`src/design/mwap_pkg.sv`:
```
// Shared types and constants for the multichannel window average and peak core.
`default_nettype none
package mwap_pkg;

	// Default geometry
	localparam int CHANNELS_DEF = 5;
	localparam int WINDOW_DEF   = 8;

	// Fixed field widths
	localparam int CHAN_W   = 3;
	localparam int SLOT_W   = 3;
	localparam int SAMPLE_W = 12;
	localparam int PEAK_W   = 13;
	localparam int FRAC_W   = 16;
	localparam int AVG_W    = 12;

	// Configuration port
	localparam int CFG_IDX_W  = 1;
	localparam int CFG_DATA_W = 16;
	localparam logic [CFG_IDX_W-1:0] REG_FRACTION   = 1'd0;
	localparam logic [CFG_IDX_W-1:0] REG_PEAK_START = 1'd1;

	// Register reset values
	localparam logic [FRAC_W-1:0] FRACTION_RESET   = 16'd40632;
	localparam logic [PEAK_W-1:0] PEAK_START_RESET = 13'd4096;

	// Result queue depth; covers the pipeline latency at full rate
	localparam int RES_DEPTH = 8;

	// Control that travels with an item down the pipeline
	typedef struct packed {
		logic vld;
		logic inr;
	} item_ctl_t;

	// One result, average in the lowest bits
	typedef struct packed {
		logic              active;
		logic [PEAK_W-1:0] peak;
		logic [AVG_W-1:0]  average;
	} res_t;

endpackage
`default_nettype wire

```
`src/design/mwap_update.sv`:
```
// Window and channel memories with read-modify-write, forwarding and clearing pass.
`default_nettype none
module mwap_update
	import mwap_pkg::*;
#(
	parameter int CHANNELS = CHANNELS_DEF,
	parameter int WINDOW   = WINDOW_DEF,
	parameter int SUMW     = SAMPLE_W + $clog2(WINDOW)
) (
	input  wire logic                clk,
	input  wire logic                arst_n,
	input  wire logic                in_acc,
	input  wire logic [CHAN_W-1:0]   chan,
	input  wire logic [SLOT_W-1:0]   slot,
	input  wire logic [SAMPLE_W-1:0] sample,
	input  wire logic [PEAK_W-1:0]   peak_start,
	input  wire logic                peak_reload,
	output logic                     clr_busy,
	output item_ctl_t                ctl_s2,
	output logic [SUMW-1:0]          sum_s2,
	output logic [PEAK_W-1:0]        peak_s2,
	output logic [SAMPLE_W-1:0]      smp_s2
);

	localparam int DEPTH = CHANNELS * WINDOW;
	localparam int WA    = $clog2(DEPTH);
	localparam int CW    = (CHANNELS > 1) ? $clog2(CHANNELS) : 1;
	localparam int SW    = $clog2(WINDOW);
	localparam int CMW   = SUMW + PEAK_W;

	// Memories
	logic [SAMPLE_W-1:0] win_mem [DEPTH];
	logic [CMW-1:0]      ch_mem  [CHANNELS];
	logic [SAMPLE_W-1:0] win_rd;
	logic [CMW-1:0]      ch_rd;

	// Clearing pass
	logic          clr_q;
	logic [WA-1:0] clr_cnt_q;

	// Stage 0 address decode
	logic          inr_s0;
	logic [CW-1:0] chx_s0;
	logic [WA-1:0] wad_s0;

	// Stage 1
	logic                vld_s1;
	logic                inr_s1;
	logic [CW-1:0]       chx_s1;
	logic [WA-1:0]       wad_s1;
	logic [SAMPLE_W-1:0] smp_s1;

	logic                fwd_win;
	logic                fwd_ch;
	logic [SAMPLE_W-1:0] old_w;
	logic [SUMW-1:0]     old_sum;
	logic [PEAK_W-1:0]   old_pk;
	logic [SUMW-1:0]     new_sum;
	logic [PEAK_W-1:0]   new_pk;
	logic [CHANNELS-1:0] peak_vld_q;
	logic                upd_we;

	// Stage 2 address copies for forwarding
	logic [CW-1:0] chx_s2;
	logic [WA-1:0] wad_s2;

	// Memory write port
	logic                win_we;
	logic [WA-1:0]       win_wa;
	logic [SAMPLE_W-1:0] win_wd;
	logic                ch_we;
	logic [CW-1:0]       ch_wa;
	logic [CMW-1:0]      ch_wd;

	assign clr_busy = clr_q;

	// Decode channel and slot; out of range items touch nothing
	always_comb begin
		inr_s0 = (32'(chan) < CHANNELS) && (32'(slot) < WINDOW);
		chx_s0 = inr_s0 ? CW'(chan) : '0;
		wad_s0 = inr_s0 ? WA'(32'(CW'(chan)) * WINDOW + 32'(SW'(slot))) : '0;
	end

	// Sweep both memories to zero after reset
	always_ff @(posedge clk or negedge arst_n) begin
		if (!arst_n) begin
			clr_q     <= 1'b1;
			clr_cnt_q <= '0;
		end else if (clr_q) begin
			clr_cnt_q <= clr_cnt_q + 1'b1;
			if (clr_cnt_q == WA'(DEPTH - 1)) begin
				clr_q <= 1'b0;
			end
		end
	end

	// Pick old values, forwarding the write that landed at the read edge
	always_comb begin
		fwd_win = ctl_s2.vld && ctl_s2.inr && (wad_s2 == wad_s1);
		fwd_ch  = ctl_s2.vld && ctl_s2.inr && (chx_s2 == chx_s1);
		old_w   = fwd_win ? smp_s2 : win_rd;
		if (fwd_ch) begin
			old_sum = sum_s2;
			old_pk  = peak_s2;
		end else begin
			old_sum = ch_rd[CMW-1:PEAK_W];
			old_pk  = peak_vld_q[chx_s1] ? ch_rd[PEAK_W-1:0] : peak_start;
		end
		new_sum = old_sum + SUMW'(smp_s1) - SUMW'(old_w);
		new_pk  = (PEAK_W'(smp_s1) > old_pk) ? PEAK_W'(smp_s1) : old_pk;
		upd_we  = vld_s1 && inr_s1;
	end

	// Select write source: clearing pass or item update
	always_comb begin
		if (clr_q) begin
			win_we = 1'b1;
			win_wa = clr_cnt_q;
			win_wd = '0;
			ch_we  = 32'(clr_cnt_q) < CHANNELS;
			ch_wa  = CW'(clr_cnt_q);
			ch_wd  = '0;
		end else begin
			win_we = upd_we;
			win_wa = wad_s1;
			win_wd = smp_s1;
			ch_we  = upd_we;
			ch_wa  = chx_s1;
			ch_wd  = {new_sum, new_pk};
		end
	end

	// Window memory
	always_ff @(posedge clk) begin
		if (win_we) begin
			win_mem[win_wa] <= win_wd;
		end
		win_rd <= win_mem[wad_s0];
	end

	// Channel memory: running sum and peak
	always_ff @(posedge clk) begin
		if (ch_we) begin
			ch_mem[ch_wa] <= ch_wd;
		end
		ch_rd <= ch_mem[chx_s0];
	end

	// Peak valid bits: cleared at reset and on a peak start write
	always_ff @(posedge clk or negedge arst_n) begin
		if (!arst_n) begin
			peak_vld_q <= '0;
		end else if (peak_reload) begin
			peak_vld_q <= '0;
		end else if (upd_we) begin
			peak_vld_q[chx_s1] <= 1'b1;
		end
	end

	// Advance pipeline control
	always_ff @(posedge clk or negedge arst_n) begin
		if (!arst_n) begin
			vld_s1     <= 1'b0;
			ctl_s2.vld <= 1'b0;
			ctl_s2.inr <= 1'b0;
		end else begin
			vld_s1     <= in_acc;
			ctl_s2.vld <= vld_s1;
			ctl_s2.inr <= inr_s1;
		end
	end

	// Advance pipeline payload
	always_ff @(posedge clk) begin
		inr_s1     <= inr_s0;
		chx_s1     <= chx_s0;
		wad_s1     <= wad_s0;
		smp_s1     <= sample;
		chx_s2     <= chx_s1;
		wad_s2     <= wad_s1;
		smp_s2     <= smp_s1;
		sum_s2     <= new_sum;
		peak_s2    <= new_pk;
	end

`ifndef SYNTH
	a_no_req_in_clear: assert property (@(posedge clk) disable iff (!arst_n)
		!(in_acc && clr_q))
		else $error("request accepted during clearing pass");
	a_clear_ends: assert property (@(posedge clk) disable iff (!arst_n)
		(clr_q && clr_cnt_q == WA'(DEPTH - 1)) |=> !clr_q)
		else $error("clearing pass did not end");
	a_sum_bound: assert property (@(posedge clk) disable iff (!arst_n)
		(vld_s1 && inr_s1) |-> (32'(new_sum) <= WINDOW * 4095))
		else $error("running sum out of range");
`endif

endmodule
`default_nettype wire

```
`src/design/mwap_result.sv`:
```
// Average by reciprocal multiply and activity test against the fraction of the peak.
`default_nettype none
module mwap_result
	import mwap_pkg::*;
#(
	parameter int WINDOW = WINDOW_DEF,
	parameter int SUMW   = SAMPLE_W + $clog2(WINDOW)
) (
	input  wire logic                clk,
	input  wire logic                arst_n,
	input  wire item_ctl_t           ctl_s2,
	input  wire logic [SUMW-1:0]     sum_s2,
	input  wire logic [PEAK_W-1:0]   peak_s2,
	input  wire logic [SAMPLE_W-1:0] smp_s2,
	input  wire logic [FRAC_W-1:0]   frac,
	output logic                     res_vld,
	output res_t                     res
);

	// floor(sum / WINDOW) = (sum * RECIP) >> K, exact for every SUMW-bit sum
	localparam int LW    = $clog2(WINDOW);
	localparam int K     = SUMW + LW;
	localparam int RECIP = ((1 << K) + WINDOW - 1) / WINDOW;
	localparam int RW    = SUMW + 1;
	localparam int PW    = SUMW + RW;
	localparam int AW    = FRAC_W + PEAK_W;
	localparam logic [RW-1:0] RECIP_V = RW'(RECIP);

	logic                vld_s3;
	logic                inr_s3;
	logic [PW-1:0]       qprod_s3;
	logic [AW-1:0]       aprod_s3;
	logic [SAMPLE_W-1:0] smp_s3;
	logic [PEAK_W-1:0]   peak_s3;
	logic [AW-1:0]       lhs;

	// Multiply stage
	always_ff @(posedge clk or negedge arst_n) begin
		if (!arst_n) begin
			vld_s3 <= 1'b0;
		end else begin
			vld_s3 <= ctl_s2.vld;
		end
	end

	always_ff @(posedge clk) begin
		inr_s3   <= ctl_s2.inr;
		qprod_s3 <= PW'(sum_s2) * PW'(RECIP_V);
		aprod_s3 <= AW'(frac) * AW'(peak_s2);
		smp_s3   <= smp_s2;
		peak_s3  <= peak_s2;
	end

	// Shift quotient out and compare sample against fraction of peak
	always_comb begin
		lhs     = AW'({smp_s3, {FRAC_W{1'b0}}});
		res_vld = vld_s3;
		if (inr_s3) begin
			res.average = qprod_s3[K +: AVG_W];
			res.peak    = peak_s3;
			res.active  = lhs > aprod_s3;
		end else begin
			res = '0;
		end
	end

endmodule
`default_nettype wire

```
`src/design/mwap_out_fifo.sv`:
```
// Result queue with credit count so the pipeline never has to stall.
`default_nettype none
module mwap_out_fifo
	import mwap_pkg::*;
(
	input  wire logic clk,
	input  wire logic arst_n,
	input  wire logic in_acc,
	input  wire logic wr,
	input  wire res_t wr_data,
	output logic      room,
	output logic      out_vld,
	input  wire logic out_rdy,
	output res_t      out_data
);

	localparam int PTRW = $clog2(RES_DEPTH);
	localparam int CNTW = PTRW + 1;

	res_t            buf_q [RES_DEPTH];
	logic [PTRW-1:0] wr_ptr_q;
	logic [PTRW-1:0] rd_ptr_q;
	logic [CNTW-1:0] cnt_q;
	logic [CNTW-1:0] occ_q;
	logic            pop;

	assign pop      = out_vld && out_rdy;
	assign out_vld  = cnt_q != '0;
	assign out_data = buf_q[rd_ptr_q];
	assign room     = occ_q < CNTW'(RES_DEPTH);

	// Hold results
	always_ff @(posedge clk) begin
		if (wr) begin
			buf_q[wr_ptr_q] <= wr_data;
		end
	end

	// Advance pointers, stored count and credit count
	always_ff @(posedge clk or negedge arst_n) begin
		if (!arst_n) begin
			wr_ptr_q <= '0;
			rd_ptr_q <= '0;
			cnt_q    <= '0;
			occ_q    <= '0;
		end else begin
			if (wr) begin
				wr_ptr_q <= wr_ptr_q + 1'b1;
			end
			if (pop) begin
				rd_ptr_q <= rd_ptr_q + 1'b1;
			end
			cnt_q <= cnt_q + CNTW'(wr) - CNTW'(pop);
			occ_q <= occ_q + CNTW'(in_acc) - CNTW'(pop);
		end
	end

`ifndef SYNTH
	a_no_overflow: assert property (@(posedge clk) disable iff (!arst_n)
		!(wr && !pop && cnt_q == CNTW'(RES_DEPTH)))
		else $error("result queue overflow");
	a_credit_covers: assert property (@(posedge clk) disable iff (!arst_n)
		cnt_q <= occ_q)
		else $error("stored results exceed requests in flight");
`endif

endmodule
`default_nettype wire

```
`src/design/multichannel_window_average_peak_core.sv`:
```
// Top level: stream ports, configuration registers and pipeline wiring.
// The core takes one request per clock, except while clearing or without queue room,
// and returns one result per request, in order, through stage 1, stage 2, the
// multiply stage and the result queue. Rate is set by one read-modify-write per
// request on each of two memories (window samples, and per-channel sum plus peak),
// with the write of one request forwarded to the next. After reset a clearing
// pass zeroes the memories while s_axis_tready stays low; configuration writes
// are taken at any time but must only be issued while no request is in flight.
`default_nettype none
module multichannel_window_average_peak_core
	import mwap_pkg::*;
#(
	parameter int CHANNELS = CHANNELS_DEF,
	parameter int WINDOW   = WINDOW_DEF
) (
	input  wire logic                  clk,
	input  wire logic                  arst_n,
	input  wire logic                  s_axis_tvalid,
	output logic                       s_axis_tready,
	input  wire logic [23:0]           s_axis_tdata,  // chan[2:0], slot[5:3], sample[17:6]
	output logic                       m_axis_tvalid,
	input  wire logic                  m_axis_tready,
	output logic [31:0]                m_axis_tdata,  // average[11:0], peak[24:12], active[25]
	input  wire logic                  cfg_we,
	input  wire logic [CFG_IDX_W-1:0]  cfg_idx,
	input  wire logic [CFG_DATA_W-1:0] cfg_data
);

	localparam int SUMW = SAMPLE_W + $clog2(WINDOW);

	logic [FRAC_W-1:0]   frac_q;
	logic [PEAK_W-1:0]   peak_start_q;
	logic                peak_reload;
	logic                in_acc;
	logic                clr_busy;
	logic                room;
	item_ctl_t           ctl_s2;
	logic [SUMW-1:0]     sum_s2;
	logic [PEAK_W-1:0]   peak_s2;
	logic [SAMPLE_W-1:0] smp_s2;
	logic                res_vld;
	res_t                res;
	res_t                out_res;

	// Configuration registers
	always_ff @(posedge clk or negedge arst_n) begin
		if (!arst_n) begin
			frac_q       <= FRACTION_RESET;
			peak_start_q <= PEAK_START_RESET;
		end else if (cfg_we) begin
			case (cfg_idx)
				REG_FRACTION:   frac_q       <= cfg_data;
				REG_PEAK_START: peak_start_q <= cfg_data[PEAK_W-1:0];
				default: ;
			endcase
		end
	end

	assign peak_reload   = cfg_we && (cfg_idx == REG_PEAK_START);
	assign s_axis_tready = !clr_busy && room;
	assign in_acc        = s_axis_tvalid && s_axis_tready;
	assign m_axis_tdata  = {6'd0, out_res};

	mwap_update #(
		.CHANNELS (CHANNELS),
		.WINDOW   (WINDOW),
		.SUMW     (SUMW)
	) u_update (
		.clk         (clk),
		.arst_n      (arst_n),
		.in_acc      (in_acc),
		.chan        (s_axis_tdata[2:0]),
		.slot        (s_axis_tdata[5:3]),
		.sample      (s_axis_tdata[17:6]),
		.peak_start  (peak_start_q),
		.peak_reload (peak_reload),
		.clr_busy    (clr_busy),
		.ctl_s2      (ctl_s2),
		.sum_s2      (sum_s2),
		.peak_s2     (peak_s2),
		.smp_s2      (smp_s2)
	);

	mwap_result #(
		.WINDOW (WINDOW),
		.SUMW   (SUMW)
	) u_result (
		.clk     (clk),
		.arst_n  (arst_n),
		.ctl_s2  (ctl_s2),
		.sum_s2  (sum_s2),
		.peak_s2 (peak_s2),
		.smp_s2  (smp_s2),
		.frac    (frac_q),
		.res_vld (res_vld),
		.res     (res)
	);

	mwap_out_fifo u_out_fifo (
		.clk      (clk),
		.arst_n   (arst_n),
		.in_acc   (in_acc),
		.wr       (res_vld),
		.wr_data  (res),
		.room     (room),
		.out_vld  (m_axis_tvalid),
		.out_rdy  (m_axis_tready),
		.out_data (out_res)
	);

endmodule
`default_nettype wire

```
`config.mk`:
```
export PLATFORM = sky130hd
export DESIGN_NAME = multichannel_window_average_peak_core
export DESIGN_NICKNAME = d
export VERILOG_FILES = /design/src/design/mwap_pkg.sv /design/src/design/mwap_update.sv /design/src/design/mwap_result.sv /design/src/design/mwap_out_fifo.sv /design/src/design/multichannel_window_average_peak_core.sv
export SDC_FILE = /design/constraint.sdc
export NUM_CORES = 2
export LEC_CHECK = 0
export BUFFER_PORTS_ARGS = -buffer_cell sky130_fd_sc_hd__buf_4
export CAP_MARGIN = 20
export CORE_UTILIZATION = 57
export DETAILED_ROUTE_END_ITERATION = 10
export GPL_TIMING_DRIVEN = 0
export PLACE_DENSITY = 0.72
export SYNTH_ARGS = -nofsm -noshare
export SYNTH_HDL_FRONTEND = slang
export SYNTH_SLANG_ARGS = --single-unit
```
`constraint.sdc`:
```
create_clock -name clk -period 4.8 [get_ports clk]
set_input_delay 0.24 -clock clk [delete_from_list [all_inputs] [get_ports clk]]
set_output_delay 0.24 -clock clk [all_outputs]
set_load 0.1 [all_outputs]
```
After elaboration in Yosys (flattened, before gate mapping)
Memory sizes are Yosys's and may differ from the RTL's. A register that Yosys moved wholly into a read port is not among the register bits.
Cells that the tools add are included.
{ "word_totals": {"regBits": 200, "ramBits": 828, "in_bits": 46, "output_inout_bits": 34, "wordCells": 95, "n_memories": 3} }
{ "classes": {"addsub": 10, "n_mul": 1, "magnitude_cmp": 7, "eq_ne": 3, "n_mux": 28, "bitwise_logic": 2, "n_reduce_logical": 14} }
{ "mem_list": {"columns": ["name", "words", "width", "rd", "rd_ports_with_merged_regs", "write_ports", "line_no", "rtl"], "rows": [
  ["u_update.win_mem", 40, 12, 1, 1, 1, "mwap_update.sv:32", "logic [SAMPLE_W-1:0] win_mem [DEPTH];"],
  ["u_out_fifo.buf_q", 8, 26, 1, 0, 1, "mwap_out_fifo.sv:20", "res_t buf_q [RES_DEPTH];"],
  ["u_update.ch_mem", 5, 28, 1, 1, 1, "mwap_update.sv:33", "logic [CMW-1:0] ch_mem [CHANNELS];"]
]} }
{ "ops": {"columns": ["operator", "n"], "rows": [
  ["13-bit two-way mux", 3],
  ["28-bit by 29-bit greater-than comparator with 1-bit output", 1],
  ["16-bit by 13-bit multiplier with 29-bit output", 1],
  ["28-bit two-way mux", 1],
  ["26-bit two-way mux", 1],
  ["12-bit two-way mux", 2],
  ["15-bit by 12-bit adder with 15-bit output", 1],
  ["15-bit two-way mux", 1],
  ["15-bit by 12-bit subtractor with 15-bit output", 1],
  ["12-bit by 13-bit greater-than comparator with 1-bit output", 1],
  ["1-bit two-way mux", 12],
  ["6-bit two-way mux", 2],
  ["5-bit two-way mux", 2],
  ["1-bit logical AND", 9],
  ["4-bit by 1-bit adder with 4-bit output", 2],
  ["4-bit by 1-bit subtractor with 4-bit output", 2],
  ["3-bit by 1-bit adder with 3-bit output (second input constant)", 2],
  ["6-bit by 1-bit adder with 6-bit output (second input constant)", 1],
  ["6-bit by 3-bit adder with 6-bit output", 1],
  ["6-bit == test", 1],
  ["6-bit == test (second input constant)", 1],
  ["6-bit by 3-bit < comparator with 1-bit output (second input constant)", 1],
  ["3-bit two-way mux", 2],
  ["5-bit OR", 1],
  ["other kinds (12)", 13]
]} }

Logic depth before layout (Yosys ltp)
{ "depth": {"ltp_word": 7, "mapped_depth": 21, "mapped_depth_nobuf": 19} }

Cells and area by module
Synthesis repeated with hierarchy kept, for this count alone.
{ "hier_totals": {"hier_cells": 3471, "area_unflattened_um2": 48694.2} }
{ "by_module_without_submodules": {"columns": ["mod", "instances", "cells_each", "area_each_um2", "seq_area_each_um2"], "rows": [
  ["mwap_update", 1, 2072, 29896.2, 21096.5],
  ["mwap_result", 1, 955, 8803.4, 1366.3],
  ["mwap_out_fifo", 1, 371, 8783.4, 6596.3],
  ["multichannel_window_average_peak_core", 1, 73, 1211.2, 738.2]
]} }

Worst setup path after synthesis
No wires, ideal clock.
{ "synth_path": {"path_type": "register -> register", "from": "reg frac_q[7]", "to": "reg u_result.aprod_s3[23]", "setup_time_ns": 0.127, "arrival_time_ns": 5.146, "required_time_ns": 4.673, "slack_ns": -0.472, "path_stages_with_launch": 19, "n_path_buf": 2, "synth_period_minus_slack_ns": 5.272, "path_cell_list": "dfstp_2 clkbuf_1 nand2_1 fa_1 inv_1 fa_1 fa_1 fa_1 inv_1 fa_1 inv_1 ha_1 clkbuf_1 a21o_1 a2111oi_2 nand3_1 a21oi_1 o21ai_0 xor2_1"} }
{ "synth_between": {"elab_chain_len": 1} }
{ "synth_rtl": {"columns": ["item", "line_no", "rtl"], "rows": [
  ["start, declared", "multichannel_window_average_peak_core.sv:31", "logic [FRAC_W-1:0] frac_q;"],
  ["start signal, assigned", "multichannel_window_average_peak_core.sv:52", "REG_FRACTION: frac_q <= cfg_data;"],
  ["16-bit by 13-bit multiplier with 29-bit output", "mwap_result.sv:49", "aprod_s3 <= AW'(frac) * AW'(peak_s2);"],
  ["end signal, assigned", "mwap_result.sv:49", null],
  ["end, declared", "mwap_result.sv:32", "logic [AW-1:0] aprod_s3;"]
]} }
No other way between the ends.
A chain may end at the register's enable or synchronous reset.

Worst setup path after layout
{ "layout_path": {"from": "reg frac_q[5]", "to": "reg u_result.aprod_s3[18]"} }
Same word-level chain as after synthesis.

==> results_dict.tcl <==
set metrics [dict create \
    status "complete, but fails checks" \
    violations "setup timing" \
    crit_type "reg -> reg" \
    drv_slew 0 \
    cts_tree "built" \
    clk_latency_ns 0.68 \
    synth_edf_count 828 \
    max-slew-margin-rel_pct 24.4 \
    drt_wl_total_um 123000 \
    synth-seq-area-share_pct 61.6 \
    post-route-min-period_ns 5.20 \
    drtAntennaViolNets 0 \
    grt_max_degree 60 \
    worst_slew_pin_slew_ns 1.13 \
    drt_iter0_drc 3033 \
    synth_area_leaders "edfxtp_1 51%, dfxtp_1 7.1%, fa_1 7.0%" \
    crit_required_ns 5.32 \
    hpwl_um 82500 \
    drc 0 \
    antenna_found_initial 2 \
    cts_htree_levels 3 \
    finalSetupViolCount 14 \
    dieWidth_um 293 \
    whs_ns 0.0714 \
    dr.pass1.iters 6 \
    start_kind "register" \
    cp.arrival_ns 5.73 \
    grt_overflow 0 \
    critPathMaxFanout 5 \
    via_count 29783 \
    rsz0062_at_grt "true" \
    ioPinCount 80 \
    yosysWarnings 0 \
    numPortBuffers 64 \
    yosysTopAreaCell "edfxtp_1" \
    hold_path_class "in -> reg" \
    finalCritPeriodShare_pct 108 \
    grt_util_all_layers_pct 28.8 \
    drv_cap 0 \
    start_util_pct 57.7 \
    cts.reportedPaths.clkPinSlew_ns 0.06 \
    core-area_mm2 0.0838 \
    ff2ff_setup_slack_ns -0.40 \
    drive_gt1_share_pct 20.5 \
    clock-sinks 1059 \
    synth-async-reset-ratio_pct 5.57 \
    hold_viol_final 0 \
    seq_area_mm2 0.0298 \
    ys_types 77 \
    fin_ws_ns -0.404 \
    synth_cells 3486 \
    rows 106 \
    synth_top_area_share_pct 51.4 \
    grt_first_pass_wirelength_um 183000 \
    viasPerCell 5.92 \
    synthFlopType "edfxtp_1" \
    multi_input_comb_area_mm2 0.0173 \
    cts_buffers 105 \
    grt_pass1_vias 29705 \
    area_delta_synth_final_pct 16.7 \
    wl_per_cell_um 24.4 \
    fmax_ghz 0.192 \
    place_congestion 0.958 \
    netlist_area_mm2 0.0484 \
    ys_ff_latch 1059 \
    die_area_mm2 0.0860 \
    fillers 5879 \
    postSynthAreaPerCell_um2 13.9 \
    die_height_um 293 \
    worstSetupEndpointType "register" \
    cts_root_buffer "clkbuf_16" \
    skew_ns 0.0235 \
    final_cell_mix "828 x edfxtp_1, 259 x inv_1, 256 x nand2_1" \
    cts_buffer_depth 3 \
    layout_commonest_cell "edfxtp_1" \
    nets 4149 \
]
-- cell usage after synthesis, drive strengths merged (25+ instances only) --
cell and number:
edfxtp 828, inv 283, nand2 271, nor2 188, dfxtp 172, fa 168, a21oi 166, and2 132
ha 126, mux2 122, clkbuf 113, buf 78, mux2i 77, mux4 76, o21ai 76, nand2b 54
dfrtp 48, o22ai 44, nand3 37, xnor2 36, o211ai 35, a311oi 34, a211oi 31, o22a 29
nor3 28, a21o 25, nor2b 25
-- worst max-delay path, cell delays in order, from the launching register on --
cell      delay (ns)
dfstp_2         0.55
buf_8           0.13
buf_6           0.12
nand2_2         0.05
fa_2            0.53
fa_1            0.45
fa_1            0.52
inv_1           0.05
fa_1            0.47
inv_1           0.05
fa_1            0.49
inv_2           0.05
ha_4            0.23
a21oi_2         0.14
a21boi_1        0.07
a211o_1         0.31
buf_6           0.15
a21oi_4         0.16
nor2b_1         0.08
o31ai_1         0.31
a21oi_1         0.16
-- flip-flops by register name, summed over array words and instances (netlist names), 15 cells and up --
name,flops
u_update.win_mem,480
u_out_fifo.buf_q,208
u_update.ch_mem,140
u_result.aprod_s3,29
u_update.ch_rd,28
frac_q,16
u_update.sum_s2,15
-- what timing repair did --
item,4_1_cts,5_1_grt
pin swaps,47,55
hold endpoints to repair,97,0
setup endpoints to repair,64,110
hold buffers,35,0
resized for setup,131,89
setup buffers,47,24
-- layout make-up --
cell class	instances	area share, %
buffer	187	2.08
sequential	1059	52.9
antenna	1	0.00444
multi-input combinational	1958	30.7
tap	1134	2.52
clock inverter	51	1.10
clock buffer	143	5.25
inverter	283	1.89
timing repair buffer	215	3.58
-- per-stage QoR --
stage,worst slack [ns],instance area [um^2],std cells,TNS [ns],utilization (%)
after CTS,-0.401,55800,4990,-3.74,66.6
final,-0.404,56400,5031,-3.84,67.3
after global placement,-0.977,50500,4689,-21.65,60.3
after global routing,-0.547,56400,5030,-6.32,67.3
after floorplan,-0.0955,48600,3491,-0.369,-
after detailed placement,-1.03,51000,4718,-23.54,60.9
-- cells by family (layout without fill, tap and decap cells) --
family | after synthesis | count (layout) | synth area share (%)
DFF | 1059 | 1059 | 61.6
AOI/OAI and AO/OA | 554 | 554 | 7.60
buffers and inverters | 474 | 879 | 4.00
adders and majority gates | 294 | 294 | 10.2
and+or+nand+nor | 770 | 770 | 7.51
other | 1 | 7 | 0.00776
muxes | 275 | 275 | 7.97
xor gates and xnor gates | 59 | 59 | 1.07
-- path summary, 6_finish.rpt --
check                                start                      to  depth (start not counted)
setup reg to reg                 frac_q[5]   u_result.aprod_s3[18]                         20
min in group asynchronous           arst_n  u_out_fifo.rd_ptr_q[2]                          2
setup / recovery                 frac_q[5]   u_result.aprod_s3[18]                         20
hold / removal             s_axis_tdata[2]      u_update.chx_s1[0]                          3
max in group asynchronous           arst_n              frac_q[13]                          2
hold reg to reg            u_update.inr_s1      u_update.ctl_s2[0]                          0
-- routing by layer --
| layer | vias up | GRT usage (%) | share of wire, % |
|---|---|---|---|
| li1 | 13196 | - | - |
| met1 | 14934 | 39.5 | 40 |
| met2 | 1353 | 46.6 | 48 |
| met3 | 300 | 3.74 | 7.6 |
| met4 | 0 | 12.5 | 4.5 |
| met5 | - | 0 | 0 |
Power is left out: the tool's default activity adds up to more than one toggle a clock period on the data nets, which glitch-free logic cannot reach.
